File: config.mk
export PLATFORM = sky130hd
export DESIGN_NAME = mlfb_req
export DESIGN_NICKNAME = d
export VERILOG_FILES = /design/src/hdl/assert_macros.svh /design/src/hdl/mlfb_pkg.sv /design/src/hdl/mlfb_req.sv
export SDC_FILE = /design/constraint.sdc
export NUM_CORES = 1
export LEC_CHECK = 0
export ABC_CLOCK_PERIOD_IN_PS = 8780
export BUFFER_PORTS_ARGS = -buffer_cell sky130_fd_sc_hd__buf_4
export CAP_MARGIN = 20
export CORE_UTILIZATION = 44
export DETAILED_ROUTE_END_ITERATION = 10
export PLACE_DENSITY = 0.71
export SLEW_MARGIN = 20
export SYNTH_ARGS = -nofsm -noshare
export SYNTH_HDL_FRONTEND = slang
export SYNTH_SLANG_ARGS = --single-unit
export TNS_END_PERCENT = 30
File: constraint.sdc
create_clock -name clk -period 8.78 [get_ports clk]
set_input_delay 0.439 -clock clk [delete_from_list [all_inputs] [get_ports clk]]
set_output_delay 0.439 -clock clk [all_outputs]
set_load 0.02 [all_outputs]
File: src/hdl/assert_macros.svh
// Assertion macros used by the frame buffer sequencer.
`ifndef ASSERT_MACROS_SVH
`define ASSERT_MACROS_SVH

// Check a property on every rising edge, quiet while reset is held.
`define MLFB_ASSERT(lbl, clk, rst_n, prop, msg) \
  lbl: assert property (@(posedge clk) disable iff (!rst_n) (prop)) else $error(msg);

// Check that a condition never occurs outside reset.
`define MLFB_NEVER(lbl, clk, rst_n, cond, msg) \
  `MLFB_ASSERT(lbl, clk, rst_n, !(cond), msg)

`endif

File: src/hdl/mlfb_pkg.sv
// Shared types, codes, widths and helpers of the memory LCD frame buffer.
`timescale 1ns / 1ps
package mlfb_pkg;

  // Default geometry.
  localparam int DEF_WIDTH  = 400;
  localparam int DEF_HEIGHT = 240;
  localparam int DEF_STRIDE = 52;

  // Field widths.
  localparam int OP_W      = 3;
  localparam int COL_W     = 9;
  localparam int ROW_W     = 8;
  localparam int BYTE_W    = 8;
  localparam int CURSOR_W  = 6;
  localparam int IN_TDATA_W  = 32;
  localparam int IN_TUSER_W  = OP_W;
  localparam int OUT_TDATA_W = BYTE_W;
  localparam int OUT_TUSER_W = 1;

  // Line layout constants.
  localparam int HDR_BYTES           = 2;
  localparam logic [7:0] FILL_BYTE   = 8'hFF;
  localparam logic [7:0] MODE_BYTE   = 8'h80;
  localparam logic [7:0] PIXEL_MSB   = 8'h80;

  // Operation codes.
  localparam logic [OP_W-1:0] OP_CLEAR = 3'd0;
  localparam logic [OP_W-1:0] OP_PIXEL = 3'd1;
  localparam logic [OP_W-1:0] OP_BYTE  = 3'd2;
  localparam logic [OP_W-1:0] OP_LOAD  = 3'd3;
  localparam logic [OP_W-1:0] OP_READ  = 3'd4;

  // What the sequencer has to do for one request.
  typedef enum logic [2:0] {
    K_IGNORE,
    K_WRITE,
    K_READ,
    K_PIXEL,
    K_CLEAR
  } kind_t;

  typedef struct packed {
    kind_t            kind;
    logic [BYTE_W-1:0] wdata;
    logic [BYTE_W-1:0] mask;
    logic             pix_set;
  } req_t;

  typedef struct packed {
    logic en;
    logic we;
  } mem_ctl_t;

  function automatic logic [7:0] flip8(input logic [7:0] v);
    logic [7:0] r;
    for (int i = 0; i < 8; i++) begin
      r[i] = v[7-i];
    end
    return r;
  endfunction

endpackage

File: src/hdl/mlfb_req.sv
// Request decode: bounds checks, store address and the load cursor.
`timescale 1ns / 1ps
module mlfb_req #(
  parameter int WIDTH  = mlfb_pkg::DEF_WIDTH,
  parameter int HEIGHT = mlfb_pkg::DEF_HEIGHT,
  parameter int STRIDE = mlfb_pkg::DEF_STRIDE
) (
  input  logic                                 clk,
  input  logic                                 rst_n,
  input  logic                                 accept,
  input  logic [mlfb_pkg::OP_W-1:0]            op,
  input  logic [mlfb_pkg::COL_W-1:0]           col,
  input  logic [mlfb_pkg::ROW_W-1:0]           row,
  input  logic [mlfb_pkg::BYTE_W-1:0]          value,
  input  logic                                 restart,
  output mlfb_pkg::req_t                       req,
  output logic [$clog2(HEIGHT*STRIDE)-1:0]     addr
);
  import mlfb_pkg::*;

  localparam int ADDR_W   = $clog2(HEIGHT*STRIDE);
  localparam int STRIDE_W = $clog2(STRIDE+1);
  localparam int SUM_W    = ROW_W + STRIDE_W + 2;
  localparam int LPB      = ((WIDTH/8) < (STRIDE-HDR_BYTES)) ? (WIDTH/8) : (STRIDE-HDR_BYTES);

  logic [ROW_W-1:0]    load_line_r, load_line_nxt;
  logic [CURSOR_W-1:0] load_byte_r, load_byte_nxt;
  logic [ROW_W-1:0]    eff_line;
  logic [CURSOR_W-1:0] eff_byte;
  logic [CURSOR_W:0]   byte_inc;
  logic [ROW_W-1:0]    row_sel;
  logic [COL_W:0]      offset;
  logic [SUM_W-1:0]    sum;
  logic                row_bad;

  assign eff_line = restart ? '0 : load_line_r;
  assign eff_byte = restart ? '0 : load_byte_r;
  assign byte_inc = {1'b0, eff_byte} + (CURSOR_W+1)'(1);
  assign row_bad  = (row >= ROW_W'(HEIGHT));

  // One shared line multiplier: the load cursor line or the requested row.
  assign row_sel = (op == OP_LOAD) ? eff_line : row;
  assign sum     = SUM_W'(row_sel) * SUM_W'(STRIDE) + SUM_W'(offset);
  assign addr    = sum[ADDR_W-1:0];

  always_comb begin
    req.kind    = K_IGNORE;
    req.wdata   = value;
    req.mask    = PIXEL_MSB >> col[2:0];
    req.pix_set = (value != '0);
    offset      = '0;
    unique case (op)
      OP_CLEAR: begin
        req.kind = K_CLEAR;
      end
      OP_PIXEL: begin
        offset = (COL_W+1)'(col[COL_W-1:3]) + (COL_W+1)'(HDR_BYTES);
        if (!(col >= COL_W'(WIDTH) || row_bad || col[COL_W-1:3] >= CURSOR_W'(LPB))) begin
          req.kind = K_PIXEL;
        end
      end
      OP_BYTE: begin
        offset = (COL_W+1)'(col) + (COL_W+1)'(HDR_BYTES);
        if (!(col >= COL_W'(LPB) || row_bad)) begin
          req.kind = K_WRITE;
        end
      end
      OP_LOAD: begin
        offset    = (COL_W+1)'(eff_byte) + (COL_W+1)'(HDR_BYTES);
        req.wdata = flip8(value);
        if (eff_line < ROW_W'(HEIGHT)) begin
          req.kind = K_WRITE;
        end
      end
      OP_READ: begin
        offset = (COL_W+1)'(col);
        if (!(col >= COL_W'(STRIDE) || row_bad)) begin
          req.kind = K_READ;
        end
      end
      default: begin
        req.kind = K_IGNORE;
      end
    endcase
  end

  // Advance the cursor on each load that lands; wrap to the next line.
  always_comb begin
    load_line_nxt = load_line_r;
    load_byte_nxt = load_byte_r;
    if (accept && op == OP_LOAD) begin
      load_line_nxt = eff_line;
      load_byte_nxt = eff_byte;
      if (eff_line < ROW_W'(HEIGHT)) begin
        if (byte_inc >= (CURSOR_W+1)'(LPB)) begin
          load_byte_nxt = '0;
          load_line_nxt = eff_line + ROW_W'(1);
        end else begin
          load_byte_nxt = byte_inc[CURSOR_W-1:0];
        end
      end
    end
  end

  always_ff @(posedge clk) begin
    if (!rst_n) begin
      load_line_r <= '0;
      load_byte_r <= '0;
    end else begin
      load_line_r <= load_line_nxt;
      load_byte_r <= load_byte_nxt;
    end
  end

endmodule

==> results.tsv <==
stage	metric	value	unit
run_status	status	completed	
synth	synthesized flop and latch total	14	
synth	average size of a mapped cell	7.08	um2
floorplan	die area	6400	um2
grt	Total GRT Usage	22.1	%
synth	Synth area leader	ha_1	
hold_path	Hold Path Cell Cnt	3	
sta	Setup TNS	0	ns
setup_path	RR Endpoint	load_line_r[3]	
setup_path	Bufs and invs on worst path	5	
power_and_ir_drop	Power Density	127	nW/um2
setup_path	CP top delay family	adder cells	
setup_path	worst flop-to-flop path startpoint	load_byte_r[0]	
synth	mux contribution to synthesized area	5.65	%
cells_and_area	nets	505	
route	total iterations of the first detailed-routing run	5	
sta	fmax	197	MHz
synth	FFs w/ async S/R, synth	0	%
sta	Setup-failing EPs final	0	
cts	CTS clock-pin slew for the worst setup and hold paths	0.06	ns
route	Via density	5.66	
place	I/O Buffers	65	
floorplan	Die Wd	80.0	um
sta	final hold violations	0	
sta	Rel. slew slack	41.7	%
power_and_ir_drop	Leakage	1.52	nW
setup_path	worst stage delay on the critical path	0.53	ns
grt	global-route wire length before repair	11.6	mm
route	Residual DRC	0	
run	Max Cap Viol	0	
cts	Post CTS Setup Buffer Count	0	
floorplan	die height	80.0	um
route	Iter 0 DRT Violations	127	
cells_and_area	final cell count without fillers	511	
cts	Post-CTS Resized	0	
route	final wirelength	6.86	mm
synth	most common flop cell mapped by yosys	dfxtp_1	
cts	worst skew pair latency	0.25	ns
cts	CTS Buf Count	3	
sta	final worst path period need	5.07	ns
synth	post-synthesis xor/xnor area fraction	6.87	%
hold_path	WHS Endpoint	load_line_r[3]	
cts	worst-case clock buffer depth	2	
sta	skew final	0.00622	ns
synth	sequential fraction of the synthesis area	10.5	%
cts	CTS sink count	14	
grt	largest net degree at the start of global routing	22	
synth	simple-gate share of the synthesized area	30.7	%
cts	htree depth	1	
setup_path	Reg2Reg Setup Slack	6.24	ns
setup_path	worst path required time	8.34	ns
setup_path	Setup crit end kind	output port	
setup_path	FF-to-FF path depth	7	
floorplan	std cell rows	28	
sta	RSZ-0062 raised after global routing	no	
sta	Slew @ Worst Pin	0.868	ns
power_and_ir_drop	Max rail drop VDD	0.000100	V
cells_and_area	Layout area overhead	22.2	%
grt	vias in the first global route	2587	
grt	GRT Residual Overflow	0	
floorplan	core area	5890	um2
cts	CTS tree	yes	
floorplan	Initial Util	45.5	%
synth	EDFF count, synth	0	
grt	initial antenna violation count	0	
hold_path	min-delay src	rst_n	
synth	top-count cell post-synth	nand2_1	
cells_and_area	layout cells sized above 1	20.2	%
route	drt wl/cell	13.4	um
setup_path	crit-path cells	buf_4, nand3b_1, a21oi_1, inv_1, ha_1, ha_1, inv_1, xnor2_1, inv_1, ha_1, a21oi_1, nand2b_1, a21oi_1, ha_1, or3_1, o21ai_0, nor3b_1, xor2_1, buf_4	
power_and_ir_drop	Final Total Pwr	0.000415	W
route	via count	2894	
hold_path	min-delay worst type	primary input to register	
synth	Synth top cells by count	nand2_1, nor2_1, ha_1, o21ai_0, inv_1	
setup_path	critical path's slowest cell	a21oi_1	
synth	YS warnings	0	
setup_path	critical path launch point type	primary input	
synth	Mapped Area	2680	um2
setup_path	critical path type	primary input to output port	
synth	largest family of logic cells by synthesized area	simple AND/OR/NAND/NOR gates	
route	remaining antenna violation count	0	
cells_and_area	Seq. cell area	280	um2
synth	share of the synthesized area in the top cell type	14.5	%
setup_path	worst-path fanout max	18	
synth	Compound-Gate Fraction of Synth Area	22.8	%
place	DP Worst Slack	3.68	ns
place	placed instance count	507	
sta	PnR worst setup slack	3.71	ns
synth	Synth cell types	54	
sta	Final Slew Violations	0	
cts	hold_buf cts	0	
setup_path	most used cell, CP	ha_1	
floorplan	Ports	66	
cells_and_area	final core utilization	55.6	%
synth	syn nets	446	
cells_and_area	number of fill cells	589	
cells_and_area	n_diodes	0	
synth	top post-synthesis cells by area	ha_1, dfxtp_1, nand2_1	
cells_and_area	area of the multi-input gates	2250	um2
place	gpl congestion	0.846	
synth	Syn Inst Count	378	
sta	period utilization	57.8	%
synth	Synth Area in Adders	18.2	%
place	Post-DP HPWL	5.60	mm
setup_path	crit path DAT	4.63	ns
cts	clk root buf	clkbuf_8	
-- routing by layer --
metal,global-route usage (%),part of all wire [%]
met2,38.2,47
met4,3.21,0.54
met1,30.8,48
met3,0.686,4.3
met5,0,0
-- cells in the final DEF (no fill, tap or decap), types with 4 or more instances in the layout --
master / n
buf_4: 66
mux2i_1: 5
nor2_1: 36
nand2b_1: 12
dfxtp_1: 14
mux2_2: 9
nor3_1: 16
nor2b_1: 4
nand3_1: 12
a21oi_1: 22
clkbuf_8: 4
nor4_1: 4
o211ai_1: 4
inv_1: 24
nand3b_1: 4
and3_1: 7
nor3b_1: 5
nand2_1: 38
a31oi_1: 6
a21o_1: 6
xnor2_1: 14
ha_1: 31
fa_1: 5
xor2_1: 7
o21a_1: 6
or3_1: 5
o21ai_0: 28
-- where the power goes --
group          switching [W]  internal, W
combinational       0.000158     0.000129
clock              0.0000239    0.0000397
sequential       0.000000160    0.0000637
-- worst register-to-register path, stage by stage (launching register included) --
cell and delay [ns]:
dfxtp_1 0.37, nor2b_1 0.34, ha_1 0.30, or2_2 0.30
o32a_2 0.40, a32oi_2 0.41, nor3_1 0.10, o311ai_1 0.24
-- how the worst max path moves through the flow --
| stage | start | end | slack (ns) | depth (start not counted) |
|---|---|---|---|---|
| global placement | op[2] | addr[12] | 3.83 | 19 |
| global route | op[2] | addr[12] | 3.26 | 19 |
| CTS | op[2] | addr[12] | 3.67 | 19 |
| floorplan | op[1] | addr[12] | 3.88 | 19 |
| finish | op[2] | addr[12] | 3.71 | 19 |
| detailed placement | op[2] | addr[12] | 3.68 | 19 |
-- layout make-up --
cell class	count	area share, %
sequential	14	8.57
tap	75	2.87
clock buffer	4	1.68
multi-input combinational	327	68.9
inverter	25	2.87
timing repair buffer	66	15.1
-- metrics by stage --
step | instance area, um2 | hold WS, ns
finish | 3270 | 0.497
global route | 3270 | 0.513
CTS | 3270 | 0.487
global placement | 3220 | 0.480
detailed placement | 3220 | 0.485
floorplan | 2680 | 0.462
-- state kept, by name, summed over array words and instances, names as in the netlist --
register     flops
load_line_r      8
load_byte_r      6
-- cell families (layout without fill, tap and decap cells) --
group                    count (synthesis)  in the layout
XOR/XNOR                                21             21
AO/OA/AOI/OAI                           96             96
buffers and inverters                   37             95
multiplexers                            14             14
flip-flops                              14             14
AND/OR/NAND/NOR                        160            160
adder cells (fa/ha/maj)                 36             36
Note: power is estimated with default switching activity, not from simulation.
