===== src/hdl/assert_macros.svh =====
// Assertion macros used by the frame buffer sequencer.
`ifndef ASSERT_MACROS_SVH
`define ASSERT_MACROS_SVH

// Check a property on every rising edge, quiet while reset is held.
`define MLFB_ASSERT(lbl, clk, rst_n, prop, msg) \
  lbl: assert property (@(posedge clk) disable iff (!rst_n) (prop)) else $error(msg);

// Check that a condition never occurs outside reset.
`define MLFB_NEVER(lbl, clk, rst_n, cond, msg) \
  `MLFB_ASSERT(lbl, clk, rst_n, !(cond), msg)

`endif


===== src/hdl/mlfb_pkg.sv =====
// Shared types, codes, widths and helpers of the memory LCD frame buffer.
`timescale 1ns / 1ps
package mlfb_pkg;

  // Default geometry.
  localparam int DEF_WIDTH  = 400;
  localparam int DEF_HEIGHT = 240;
  localparam int DEF_STRIDE = 52;

  // Field widths.
  localparam int OP_W      = 3;
  localparam int COL_W     = 9;
  localparam int ROW_W     = 8;
  localparam int BYTE_W    = 8;
  localparam int CURSOR_W  = 6;
  localparam int IN_TDATA_W  = 32;
  localparam int IN_TUSER_W  = OP_W;
  localparam int OUT_TDATA_W = BYTE_W;
  localparam int OUT_TUSER_W = 1;

  // Line layout constants.
  localparam int HDR_BYTES           = 2;
  localparam logic [7:0] FILL_BYTE   = 8'hFF;
  localparam logic [7:0] MODE_BYTE   = 8'h80;
  localparam logic [7:0] PIXEL_MSB   = 8'h80;

  // Operation codes.
  localparam logic [OP_W-1:0] OP_CLEAR = 3'd0;
  localparam logic [OP_W-1:0] OP_PIXEL = 3'd1;
  localparam logic [OP_W-1:0] OP_BYTE  = 3'd2;
  localparam logic [OP_W-1:0] OP_LOAD  = 3'd3;
  localparam logic [OP_W-1:0] OP_READ  = 3'd4;

  // What the sequencer has to do for one request.
  typedef enum logic [2:0] {
    K_IGNORE,
    K_WRITE,
    K_READ,
    K_PIXEL,
    K_CLEAR
  } kind_t;

  typedef struct packed {
    kind_t            kind;
    logic [BYTE_W-1:0] wdata;
    logic [BYTE_W-1:0] mask;
    logic             pix_set;
  } req_t;

  typedef struct packed {
    logic en;
    logic we;
  } mem_ctl_t;

  function automatic logic [7:0] flip8(input logic [7:0] v);
    logic [7:0] r;
    for (int i = 0; i < 8; i++) begin
      r[i] = v[7-i];
    end
    return r;
  endfunction

endpackage


===== src/hdl/mlfb_seq.sv =====
// Sequencer: store access, pixel read-modify-write, clear sweep and result register.
`timescale 1ns / 1ps
module mlfb_seq #(
  parameter int HEIGHT = mlfb_pkg::DEF_HEIGHT,
  parameter int STRIDE = mlfb_pkg::DEF_STRIDE
) (
  input  logic                                 clk,
  input  logic                                 rst_n,
  input  logic                                 accept,
  output logic                                 in_ready,
  input  mlfb_pkg::req_t                       req_in,
  input  logic [$clog2(HEIGHT*STRIDE)-1:0]     req_addr,
  output logic                                 out_valid,
  input  logic                                 out_ready,
  output logic [mlfb_pkg::BYTE_W-1:0]          out_data,
  output logic                                 out_status,
  output mlfb_pkg::mem_ctl_t                   mem_ctl,
  output logic [$clog2(HEIGHT*STRIDE)-1:0]     mem_addr,
  output logic [mlfb_pkg::BYTE_W-1:0]          mem_wdata,
  input  logic [mlfb_pkg::BYTE_W-1:0]          mem_rdata
);
  import mlfb_pkg::*;
`include "assert_macros.svh"

  localparam int DEPTH  = HEIGHT * STRIDE;
  localparam int ADDR_W = $clog2(DEPTH);
  localparam int COLC_W = $clog2(STRIDE);

  typedef enum logic [3:0] {
    S_IDLE  = 4'b0001,
    S_EXEC  = 4'b0010,
    S_RDATA = 4'b0100,
    S_CLEAR = 4'b1000
  } state_t;

  state_t              state_r, state_nxt;
  req_t                req_r;
  logic [ADDR_W-1:0]   addr_r;
  logic [ADDR_W-1:0]   clr_addr_r, clr_addr_nxt;
  logic [COLC_W-1:0]   clr_col_r, clr_col_nxt;
  logic [ROW_W-1:0]    clr_line_r, clr_line_nxt;
  logic                out_valid_r, out_valid_nxt;
  logic [BYTE_W-1:0]   out_data_r, out_data_nxt;
  logic                out_status_r, out_status_nxt;
  logic                out_free;
  logic                clr_last;
  logic [BYTE_W-1:0]   clr_byte;

  assign in_ready   = (state_r == S_IDLE);
  assign out_valid  = out_valid_r;
  assign out_data   = out_data_r;
  assign out_status = out_status_r;
  assign out_free   = !out_valid_r || out_ready;
  assign clr_last   = (clr_addr_r == ADDR_W'(DEPTH-1));

  // Header bytes at the head of each line, fill elsewhere.
  always_comb begin
    if (clr_col_r == COLC_W'(0)) begin
      clr_byte = MODE_BYTE;
    end else if (clr_col_r == COLC_W'(1)) begin
      clr_byte = flip8(clr_line_r + ROW_W'(1));
    end else begin
      clr_byte = FILL_BYTE;
    end
  end

  always_comb begin
    state_nxt      = state_r;
    mem_ctl        = '0;
    mem_addr       = addr_r;
    mem_wdata      = req_r.wdata;
    out_valid_nxt  = out_valid_r && !out_ready;
    out_data_nxt   = out_data_r;
    out_status_nxt = out_status_r;
    clr_addr_nxt   = clr_addr_r;
    clr_col_nxt    = clr_col_r;
    clr_line_nxt   = clr_line_r;
    unique case (state_r)
      S_IDLE: begin
        if (accept) begin
          state_nxt    = S_EXEC;
          clr_addr_nxt = '0;
          clr_col_nxt  = '0;
          clr_line_nxt = '0;
        end
      end
      S_EXEC: begin
        unique case (req_r.kind)
          K_IGNORE: begin
            if (out_free) begin
              out_valid_nxt  = 1'b1;
              out_data_nxt   = '0;
              out_status_nxt = 1'b1;
              state_nxt      = S_IDLE;
            end
          end
          K_WRITE: begin
            if (out_free) begin
              mem_ctl.en     = 1'b1;
              mem_ctl.we     = 1'b1;
              out_valid_nxt  = 1'b1;
              out_data_nxt   = '0;
              out_status_nxt = 1'b0;
              state_nxt      = S_IDLE;
            end
          end
          K_READ, K_PIXEL: begin
            mem_ctl.en = 1'b1;
            state_nxt  = S_RDATA;
          end
          K_CLEAR: begin
            state_nxt = S_CLEAR;
          end
          default: begin
            state_nxt = S_IDLE;
          end
        endcase
      end
      S_RDATA: begin
        // Read data stays in the RAM output register until the result can go.
        if (out_free) begin
          out_valid_nxt  = 1'b1;
          out_status_nxt = 1'b0;
          state_nxt      = S_IDLE;
          if (req_r.kind == K_PIXEL) begin
            mem_ctl.en   = 1'b1;
            mem_ctl.we   = 1'b1;
            mem_wdata    = req_r.pix_set ? (mem_rdata | req_r.mask)
                                         : (mem_rdata & ~req_r.mask);
            out_data_nxt = '0;
          end else begin
            out_data_nxt = mem_rdata;
          end
        end
      end
      S_CLEAR: begin
        if (!clr_last || out_free) begin
          mem_ctl.en   = 1'b1;
          mem_ctl.we   = 1'b1;
          mem_addr     = clr_addr_r;
          mem_wdata    = clr_byte;
          clr_addr_nxt = clr_addr_r + ADDR_W'(1);
          if (clr_col_r == COLC_W'(STRIDE-1)) begin
            clr_col_nxt  = '0;
            clr_line_nxt = clr_line_r + ROW_W'(1);
          end else begin
            clr_col_nxt = clr_col_r + COLC_W'(1);
          end
          if (clr_last) begin
            out_valid_nxt  = 1'b1;
            out_data_nxt   = '0;
            out_status_nxt = 1'b0;
            state_nxt      = S_IDLE;
          end
        end
      end
      default: begin
        state_nxt = S_IDLE;
      end
    endcase
  end

  always_ff @(posedge clk) begin
    if (!rst_n) begin
      state_r     <= S_IDLE;
      out_valid_r <= 1'b0;
    end else begin
      state_r     <= state_nxt;
      out_valid_r <= out_valid_nxt;
    end
  end

  always_ff @(posedge clk) begin
    if (accept) begin
      req_r  <= req_in;
      addr_r <= req_addr;
    end
    clr_addr_r   <= clr_addr_nxt;
    clr_col_r    <= clr_col_nxt;
    clr_line_r   <= clr_line_nxt;
    out_data_r   <= out_data_nxt;
    out_status_r <= out_status_nxt;
  end

  `MLFB_NEVER(a_no_write_idle, clk, rst_n, state_r == S_IDLE && mem_ctl.en, "store access while idle")
  `MLFB_ASSERT(a_read_then_data, clk, rst_n, (state_r == S_EXEC && mem_ctl.en && !mem_ctl.we) |=> (state_r == S_RDATA), "store read not followed by data phase")
  `MLFB_ASSERT(a_result_from_work, clk, rst_n, $rose(out_valid_r) |-> $past(state_r != S_IDLE), "result raised without work")
  `MLFB_NEVER(a_ignored_zero, clk, rst_n, out_valid_r && out_status_r && out_data_r != '0, "ignored request carries data")

endmodule


===== config.mk =====
export PLATFORM = sky130hd
export DESIGN_NAME = mlfb_seq
export DESIGN_NICKNAME = d
export VERILOG_FILES = /design/src/hdl/mlfb_pkg.sv /design/src/hdl/mlfb_seq.sv
export VERILOG_INCLUDE_DIRS = /design/src /design/src/hdl
export SDC_FILE = /design/constraint.sdc
export NUM_CORES = 1
export LEC_CHECK = 0
export BUFFER_PORTS_ARGS = -buffer_cell sky130_fd_sc_hd__clkbuf_2
export CAP_MARGIN = 20
export CORE_UTILIZATION = 43
export CTS_BUF_LIST = sky130_fd_sc_hd__clkbuf_16
export DETAILED_ROUTE_END_ITERATION = 10
export MAX_ROUTING_LAYER = met4
export PLACE_DENSITY = 0.63
export SYNTH_ARGS = -nofsm -noshare
export SYNTH_HDL_FRONTEND = slang
export SYNTH_SLANG_ARGS = --single-unit

===== constraint.sdc =====
create_clock -name clk -period 4.7 [get_ports clk]
set_clock_uncertainty 0.2 [all_clocks]
set_input_delay 0.47 -clock clk [delete_from_list [all_inputs] [get_ports clk]]
set_output_delay 0.47 -clock clk [all_outputs]
set_load 0.01 [all_outputs]

==> flow_summary.ini, run 1 <==
[synthesis]
postSynthRegisterBits = 76
netlist_instances = 320
netlist-cell-type-count = 55
synth-main-ff-cell = sky130_fd_sc_hd__edfxtp_1
synth_fp_nets = 371
ys_seq_area_frac = 0.5702
ys_top_cells_by_area = sky130_fd_sc_hd__edfxtp_1, sky130_fd_sc_hd__mux2_2, sky130_fd_sc_hd__nor2_1
async_sr_flop_fraction = 0
yosys.area.top_type = sky130_fd_sc_hd__edfxtp_1
average_cell_area_after_synthesis_um2 = 12.23
post_synth_edffs = 71
synth.top_cell.area_share = 0.5446
synthesis.area_mm2 = 0.003915
ys_warn_count = 0

[sta]
worst-slew-pin-transition_ps = 834.3
achievable-frequency_ghz = 0.2866
finalSetupTns_ps = 0
final_setup_slack_of_the_worst_path_ps = 1210
unrepaired_setup_endpoints_after_global_routing = no
relSlewSlack = 0.4425
timing_max_transition_violations_final = 0
finalSetupViolations = 0
final_worst_path_period_need_ps = 3490
final.period_utilization = 0.7425
report.final.hold_viol_count = 0

[routing]
drt_drc_violations_left = 0
viasPerCell = 5.473
via_count = 2802
dr.pass1.iters = 4
route.final.wire_length_um = 8140
final_antenna_net_count = 0
first_iter_violations = 118
route.detailed.wl_per_inst_um = 15.90

[floorplanning]
top_ports = 81
dieWidth_um = 97.42
placement_row_count = 34
chipHeight_um = 97.42
core_ar_mm2 = 0.008763
initial_utilization = 0.4467
design.die.area_mm2 = 0.009491

[finish]
final_layout_size_suffix_gt1_frac = 0.3094
area.growth.synth_to_final_pct = 19.43
antenna_diode_count = 0
design.final.nets = 450
mostFrequentLayoutCell = sky130_fd_sc_hd__clkbuf_2
layout.cells.most_common_list = sky130_fd_sc_hd__clkbuf_2, sky130_fd_sc_hd__edfxtp_1, sky130_fd_sc_hd__nor2_1

[pwr]
vdd_ir_drop_max_uv = 190.9
cellLeakagePower_nw = 1.855
pwr_density_cell_mw_per_mm2 = 341.9

[status]
status = finished clean

[clock_tree]
cts-root-to-sink-buffers = 2
cts_hold_buf = 0
cts.htree.levels = 3
cts.repair_timing.setup_buffer_count = 0
clk_pin_slew_ps = 70
tritoncts_num_sinks = 76
cts.root.buffer_cell = sky130_fd_sc_hd__clkbuf_16
cts.repair.resized = 0
clock_insertion_delay_worst_skew_ps = 330
tritoncts_clock_tree = done
cts_buffers = 9

[global_routing]
grt_max_degree = 37
antenna_found_initial = 0
number_of_global_route_vias_before_repair = 2754
grt_util_all_layers = 0.1816
globalRoute.totalOverflow = 0
grt_first_pass_wirelength_um = 13200

[critical_path]
critical_path.endpoint_type = output pin
cpLargestDelayFamily = simple AND/OR/NAND/NOR gates
worst_r2r_startpoint = state_r[3]
reg2reg_slack_ps = 1650
critical_path.startpoint_type = flip-flop
critical_path_buf_inv_count = 2
slowest_delay_ps = 800
crit_fanout = 17
arrival_ps = 2820
regToRegEndpoint = out_data[7]
cp.depth = 5
rr_worst_depth = 4
path_cells = or4b_1 -> buf_4 -> nor3_1 -> a211o_1 -> clkbuf_2
worst_path_max_delay_cell = sky130_fd_sc_hd__or4b_1
critical_path_required_ps = 4030
timing_worst_setup_path_type = flip-flop to output pin

[placement]
dpl_worst_slack_ps = 1570
io_buffer_count = 80
gp_congestion = 0.8471
dp.final_hpwl_um = 5850

[job]
max_cap_violations = 0

[min_path]
min-delay-path-class = primary input to flip-flop
worst_hold_path.endpoint = addr_r[5]
hp-start = req_addr[5]
hold-path-cell-count = 1
sequential cells by signal, summed over array words and instances (netlist names):
signal      flops
addr_r         14
clr_addr_r     14
req_r          20
out_valid       1
out_status      1
clr_col_r       6
out_data        8
state_r         4
clr_line_r      8
metal layers:
layer  vias up  track usage  share of wire
met4         0      0.05543          0.012
met3        13      0.03813          0.053
li1       1362            -              -
met1      1340       0.2304           0.45
met5         -            -              0
met2        87       0.2932           0.48
kinds of logic after synthesis:
group,after synthesis,synth area share
compound gates,45,0.08214
xor+xnor,19,0.04251
fa+ha+maj,5,0.01598
buf+inv,21,0.02716
flops,76,0.5702
mux,28,0.07798
simple gates,126,0.1841
through the flow:
stage | util | instance area [µm²] | total power [mW] | hold WS, ps | instances
2_1_floorplan | - | 3915 | 0.9126 | 368.9 | 320
3_3_place_gp | 0.5020 | 4399 | 0.9751 | 426.4 | 496
3_5_place_dp | 0.5020 | 4399 | 0.9778 | 439.5 | 496
4_1_cts | 0.5336 | 4676 | 1.614 | 98.20 | 512
5_1_grt | 0.5336 | 4676 | 1.657 | 96.71 | 512
6_report | 0.5336 | 4676 | 1.599 | 107.1 | 512
worst register-to-register path, delay by kind of cell, from the launching register on:
family | cells | cell delay [ps]
and+or+nand+nor | 2 | 1260
DFF | 1 | 490
AOI/OAI and AO/OA | 1 | 400
buffers and inverters | 1 | 340
final cells by class:
| type | instances | area, µm² |
|---|---|---|
| clock buffers | 9 | 225.2 |
| clock inverters | 7 | 51.30 |
| fillers | 795 | 4088 |
| inverters | 5 | 18.77 |
| multi-input cells | 223 | 1583 |
| flip-flops and latches | 76 | 2232 |
| well taps | 108 | 135.1 |
| repair buffers | 84 | 430.4 |
power by group:
group	switching, mW	internal [mW]
clock	0.277	0.359
sequential	0.0407	0.788
combinational	0.0699	0.0641
worst max-delay path by stage:
stage | startpoint | to | slack (ps)
detailed placement | state_r[3] | mem_wdata[4] | 1570
global placement | state_r[3] | mem_wdata[3] | 1650
CTS | state_r[3] | mem_wdata[4] | 1220
floorplan | clr_addr_r[0] | mem_wdata[6] | 2010
global route | state_r[3] | mem_wdata[5] | 1070
finish | state_r[3] | mem_wdata[3] | 1210
cell usage after synthesis, types with 7 or more instances:
| cell type | instances |
|---|---|
| sky130_fd_sc_hd__a21oi_1 | 7 |
| sky130_fd_sc_hd__xor2_1 | 11 |
| sky130_fd_sc_hd__nand2_1 | 15 |
| sky130_fd_sc_hd__nor2_1 | 36 |
| sky130_fd_sc_hd__mux2_2 | 13 |
| sky130_fd_sc_hd__mux2i_1 | 11 |
| sky130_fd_sc_hd__edfxtp_1 | 71 |
| sky130_fd_sc_hd__nand3_1 | 14 |
| sky130_fd_sc_hd__nand4_1 | 8 |
| sky130_fd_sc_hd__and2_1 | 12 |
| sky130_fd_sc_hd__o21ai_0 | 10 |
| sky130_fd_sc_hd__xnor2_1 | 8 |
No activity file was read; power rests on OpenSTA's default activity.
==> run 2: changes to the inputs <==
clock period = 3.25 ns   (was 4.7 ns; I/O delays follow)
==> run 2 against run 1 <==
Global-route usage rose by 1.3 points. Hold slack got worse by 44 ps. Clock power rose by 67%. Routed wire length rose by 6.0%. Sequential power rose by 45%. Largest cell class unchanged. Largest power group unchanged.
==> flow_summary.ini, run 2 (synthesized netlist as in run 1, its figures left out) <==
[floorplanning]
placement_row_count = 34
design.die.area_mm2 = 0.009491
core_ar_mm2 = 0.008763
chipHeight_um = 97.42
initial_utilization = 0.4467
dieWidth_um = 97.42
top_ports = 81

[critical_path]
cpLargestDelayFamily = simple AND/OR/NAND/NOR gates
arrival_ps = 2560
critical_path.endpoint_type = output pin
slowest_delay_ps = 490
critical_path_buf_inv_count = 1
path_cells = ha_1 -> and3b_1 -> and4_1 -> mux2_4 -> a221o_1 -> clkbuf_2
crit_fanout = 9
reg2reg_slack_ps = 630
critical_path_required_ps = 2720
timing_worst_setup_path_type = flip-flop to output pin
critical_path.startpoint_type = flip-flop
worst_path_max_delay_cell = sky130_fd_sc_hd__edfxtp_1

[pwr]
cellLeakagePower_nw = 2.026
vdd_ir_drop_max_uv = 249.8
pwr_density_cell_mw_per_mm2 = 492.2

[global_routing]
number_of_global_route_vias_before_repair = 2877
globalRoute.totalOverflow = 0
antenna_found_initial = 0
grt_util_all_layers = 0.1945
grt_first_pass_wirelength_um = 14150
grt_max_degree = 21

[sta]
finalSetupTns_ps = 0
report.final.hold_viol_count = 0
achievable-frequency_ghz = 0.3241
unrepaired_setup_endpoints_after_global_routing = no
worst-slew-pin-transition_ps = 765.0
relSlewSlack = 0.4854
finalSetupViolations = 0
final_worst_path_period_need_ps = 3086
timing_max_transition_violations_final = 0
final.period_utilization = 0.9494

[clock_tree]
clk_pin_slew_ps = 60
tritoncts_clock_tree = done
cts.htree.levels = 3
clock_insertion_delay_worst_skew_ps = 330
cts.repair.resized = 0
tritoncts_num_sinks = 76
cts-root-to-sink-buffers = 2
cts.repair_timing.setup_buffer_count = 0
cts.root.buffer_cell = sky130_fd_sc_hd__clkbuf_16
cts_buffers = 9

[job]
max_cap_violations = 0

[routing]
via_count = 2947
first_iter_violations = 81
drt_drc_violations_left = 0
final_antenna_net_count = 0
route.final.wire_length_um = 8630
dr.pass1.iters = 4
viasPerCell = 5.378
route.detailed.wl_per_inst_um = 15.75

[finish]
largest_registers = req_r: 20 flops, addr_r: 14 flops, clr_addr_r: 14 flops
layout.cells.non_filler = 548
final.fill_count = 774
layout.cells.most_common_list = sky130_fd_sc_hd__clkbuf_2, sky130_fd_sc_hd__edfxtp_1, sky130_fd_sc_hd__nor2_1
final_layout_size_suffix_gt1_frac = 0.2886
largest_register_ffs = 20
area.growth.synth_to_final_pct = 29.56
antenna_diode_count = 0
mostFrequentLayoutCell = sky130_fd_sc_hd__clkbuf_2
design.final.nets = 486
registers.top_by_ff_count = req_r

[placement]
post-place-cells = 498
io_buffer_count = 80
dp.final_hpwl_um = 5917
gp_congestion = 0.8819

[status]
status = finished clean

[min_path]
min-delay-path-class = primary input to flip-flop
run 2: cell types whose count changed in the layout (fill, tap and decap cells not counted), sizes merged:
| cell | previous run | this run |
|---|---|---|
| bufinv | 0 | 2 |
| buf | 4 | 6 |
| clkinv | 5 | 2 |
| clkinvlp | 1 | 2 |
| dlygate4sd3 | 0 | 34 |
run 2: layout make-up:
class                   instances  area [µm²]  area share
clock buffers                   9       225.2     0.04440
clock inverters                 7       92.59     0.01825
inverters                       5       18.77    0.003700
multi-input cells             223        1583      0.3120
flip-flops and latches         76        2232      0.4401
well taps                     108       135.1     0.02664
repair buffers                120       785.8      0.1549
run 2: worst register-to-register path: stages, from the launching register on:
cell	delay, ps
sky130_fd_sc_hd__dfxtp_1	490
sky130_fd_sc_hd__or4b_1	760
sky130_fd_sc_hd__o21ai_0	430
sky130_fd_sc_hd__and2_1	420
run 2: what timing repair did:
action | 4_1_cts | 5_1_grt
endpoints found under the setup margin | 0 | 0
hold buffers | 34 | 0
hold endpoints to repair | 34 | 0
run 2: metrics by stage:
| stage | hold slack [ps] | power (mW) | util | cell area (µm²) | worst slack [ps] |
|---|---|---|---|---|---|
| after floorplan | 223.9 | 1.320 | - | 3915 | 708.1 |
| after global placement | 302.0 | 1.415 | 0.5037 | 4414 | 563.1 |
| after detailed placement | 303.6 | 1.420 | 0.5037 | 4414 | 530.3 |
| after CTS | 54.01 | 2.516 | 0.5788 | 5072 | 167.5 |
| after global routing | 58.12 | 2.586 | 0.5788 | 5072 | 67.41 |
| final | 63.12 | 2.496 | 0.5788 | 5072 | 164.3 |
run 2: report_power, final:
part	switching, mW	internal [mW]	leakage [nW]
clock network	0.395	0.669	0.153
registers	0.0595	1.14	0.751
logic	0.111	0.123	1.12
run 2: final timing paths:
| check | cells after the start | startpoint | to |
|---|---|---|---|
| min | 2 | rst_n | state_r[3] |
| max | 6 | clr_addr_r[0] | mem_wdata[6] |
| min reg2reg | 2 | out_status | out_status |
| max reg2reg | 3 | state_r[3] | out_data[0] |
run 2: routing by layer:
layer / global-route usage / wire [µm] / vias up
met5: - / 0 / -
met4: 0.06561 / 130 / 0
met3: 0.04029 / 525 / 14
met2: 0.2991 / 4079 / 112
met1: 0.2575 / 3894 / 1390
li1: - / - / 1431
==> run 3: changes to the inputs <==
PLACE_DENSITY = 0.75   (was 0.63)
==> run 3 against run 2 <==
Clock power decreased by 12%. Hold slack worse by 1.5 ps. Critical path depth unchanged. Design area down 0.42%. Final cell count grew 0.18%. Largest cell class unchanged.
==> flow_summary.ini, run 3 (synthesized netlist as in run 1, its figures left out) <==
[status]
status = finished clean

[routing]
route.detailed.wl_per_inst_um = 15.98
drt_drc_violations_left = 0
route.final.wire_length_um = 8773
viasPerCell = 5.361
first_iter_violations = 150
via_count = 2943
dr.pass1.iters = 4
final_antenna_net_count = 0

[critical_path]
crit_fanout = 14
worst_path_max_delay_cell = sky130_fd_sc_hd__nor4b_1
reg2reg_slack_ps = 630
timing_worst_setup_path_type = flip-flop to output pin
arrival_ps = 2540
rr_worst_depth = 3
slowest_delay_ps = 530
regToRegEndpoint = clr_line_r[0]
critical_path.endpoint_type = output pin
critical_path_required_ps = 2720
critical_path.startpoint_type = flip-flop
worst_r2r_startpoint = state_r[3]
path_cells = nor4b_1 -> nand4_2 -> o21ai_2 -> buf_12 -> mux2_2 -> clkbuf_2

[finish]
largest_registers = req_r: 20 flops, addr_r: 14 flops, clr_addr_r: 14 flops
layout.cells.most_common_list = sky130_fd_sc_hd__clkbuf_2, sky130_fd_sc_hd__edfxtp_1, sky130_fd_sc_hd__nor2_1
registers.top_by_ff_count = req_r
largest_register_ffs = 20
antenna_diode_count = 0
area.growth.synth_to_final_pct = 29.02
design.final.nets = 487
mostFrequentLayoutCell = sky130_fd_sc_hd__clkbuf_2
final_layout_size_suffix_gt1_frac = 0.2902

[pwr]
vdd_ir_drop_max_uv = 319.8
report.power.total_mw = 2.360
pwr_density_cell_mw_per_mm2 = 467.2
cellLeakagePower_nw = 2.010

[clock_tree]
cts.repair.resized = 0
cts.repair_timing.setup_buffer_count = 0
cts_buffers = 9
clock_insertion_delay_worst_skew_ps = 330
cts.root.buffer_cell = sky130_fd_sc_hd__clkbuf_16
cts-root-to-sink-buffers = 2
tritoncts_clock_tree = done
tritoncts_num_sinks = 76
clk_pin_slew_ps = 60
cts_hold_buf = 34
cts.htree.levels = 3

[global_routing]
number_of_global_route_vias_before_repair = 3013
grt_util_all_layers = 0.1974
grt_first_pass_wirelength_um = 14250
globalRoute.totalOverflow = 0
antenna_found_initial = 0
grt_max_degree = 36

[job]
max_cap_violations = 0

[sta]
worst-slew-pin-transition_ps = 817.5
report.final.hold_viol_count = 0
unrepaired_setup_endpoints_after_global_routing = no
finalSetupViolations = 0
achievable-frequency_ghz = 0.3258
relSlewSlack = 0.4501
final_worst_path_period_need_ps = 3070
final.period_utilization = 0.9446
finalSetupTns_ps = 0
timing_max_transition_violations_final = 0

[floorplanning]
dieWidth_um = 97.42
top_ports = 81
chipHeight_um = 97.42
initial_utilization = 0.4467
placement_row_count = 34
design.die.area_mm2 = 0.009491
core_ar_mm2 = 0.008763

[placement]
gp_congestion = 0.8959
dp.final_hpwl_um = 6066
io_buffer_count = 80

[min_path]
hold-path-cell-count = 2
worst_hold_path.endpoint = state_r[3]
hp-start = rst_n
min-delay-path-class = primary input to flip-flop
-- run 3: changes by cell type in the layout (fill, tap and decap cells not counted), sizes merged --
cell | previous run | this run
inv | 6 | 8
buf | 6 | 7
clkinv | 2 | 0
clkinvlp | 2 | 4
bufinv | 2 | 0
-- run 3: worst max path at each step --
stage / slack (ps) / from / end / cells after the start
after global placement: 610 / clr_addr_r[6] / mem_addr[0] / 6
after detailed placement: 550 / clr_addr_r[9] / mem_addr[0] / 6
final: 180 / clr_addr_r[8] / mem_addr[0] / 6
after global routing: 50 / clr_addr_r[9] / mem_addr[8] / 6
after CTS: 170 / clr_addr_r[8] / mem_addr[0] / 6
after floorplan: 710 / clr_addr_r[0] / mem_wdata[6] / 7
-- run 3: layout make-up --
class                      count  area (µm²)
clock buffer                   9       225.2
clock inverter                 7       51.30
fill                         748        3712
inverter                       5       18.77
multi-input combinational    223        1583
sequential                    76        2232
tap                          108       135.1
timing repair buffer         121       805.8
-- run 3: per-layer routing --
layer | global-route usage | share of wire
met1 | 0.2535 | 0.44
met2 | 0.3104 | 0.50
met3 | 0.03957 | 0.049
met4 | 0.07353 | 0.014
met5 | - | 0
-- run 3: metrics by stage --
stage          cells  area [µm²]  utilization  hold WS [ps]  setup slack [ps]
3_5_place_dp     499        4434       0.5060         303.6             551.8
4_1_cts          549        5051       0.5764         54.07             173.3
5_1_grt          549        5051       0.5764         74.67             49.02
6_report         549        5051       0.5764         61.60             180.2
3_3_place_gp     499        4434       0.5060         301.9             608.5
2_1_floorplan    320        3915            -         223.9             708.1
-- run 3: worst max-delay path: cells and delay by family, from the launching register on --
| kind | cells | cell delay, ps |
|---|---|---|
| AND/OR/NAND/NOR | 2 | 760 |
| flip-flops | 1 | 490 |
| multiplexers | 1 | 340 |
| buffers and inverters | 2 | 310 |
| AO/OA/AOI/OAI | 1 | 300 |
-- run 3: power breakdown --
part / leakage [nW] / switching, mW / internal, mW
Clock: 0.126 / 0.408 / 0.519
Combinational: 1.13 / 0.111 / 0.121
Sequential: 0.751 / 0.0607 / 1.14
Total: 2.01 / 0.580 / 1.78
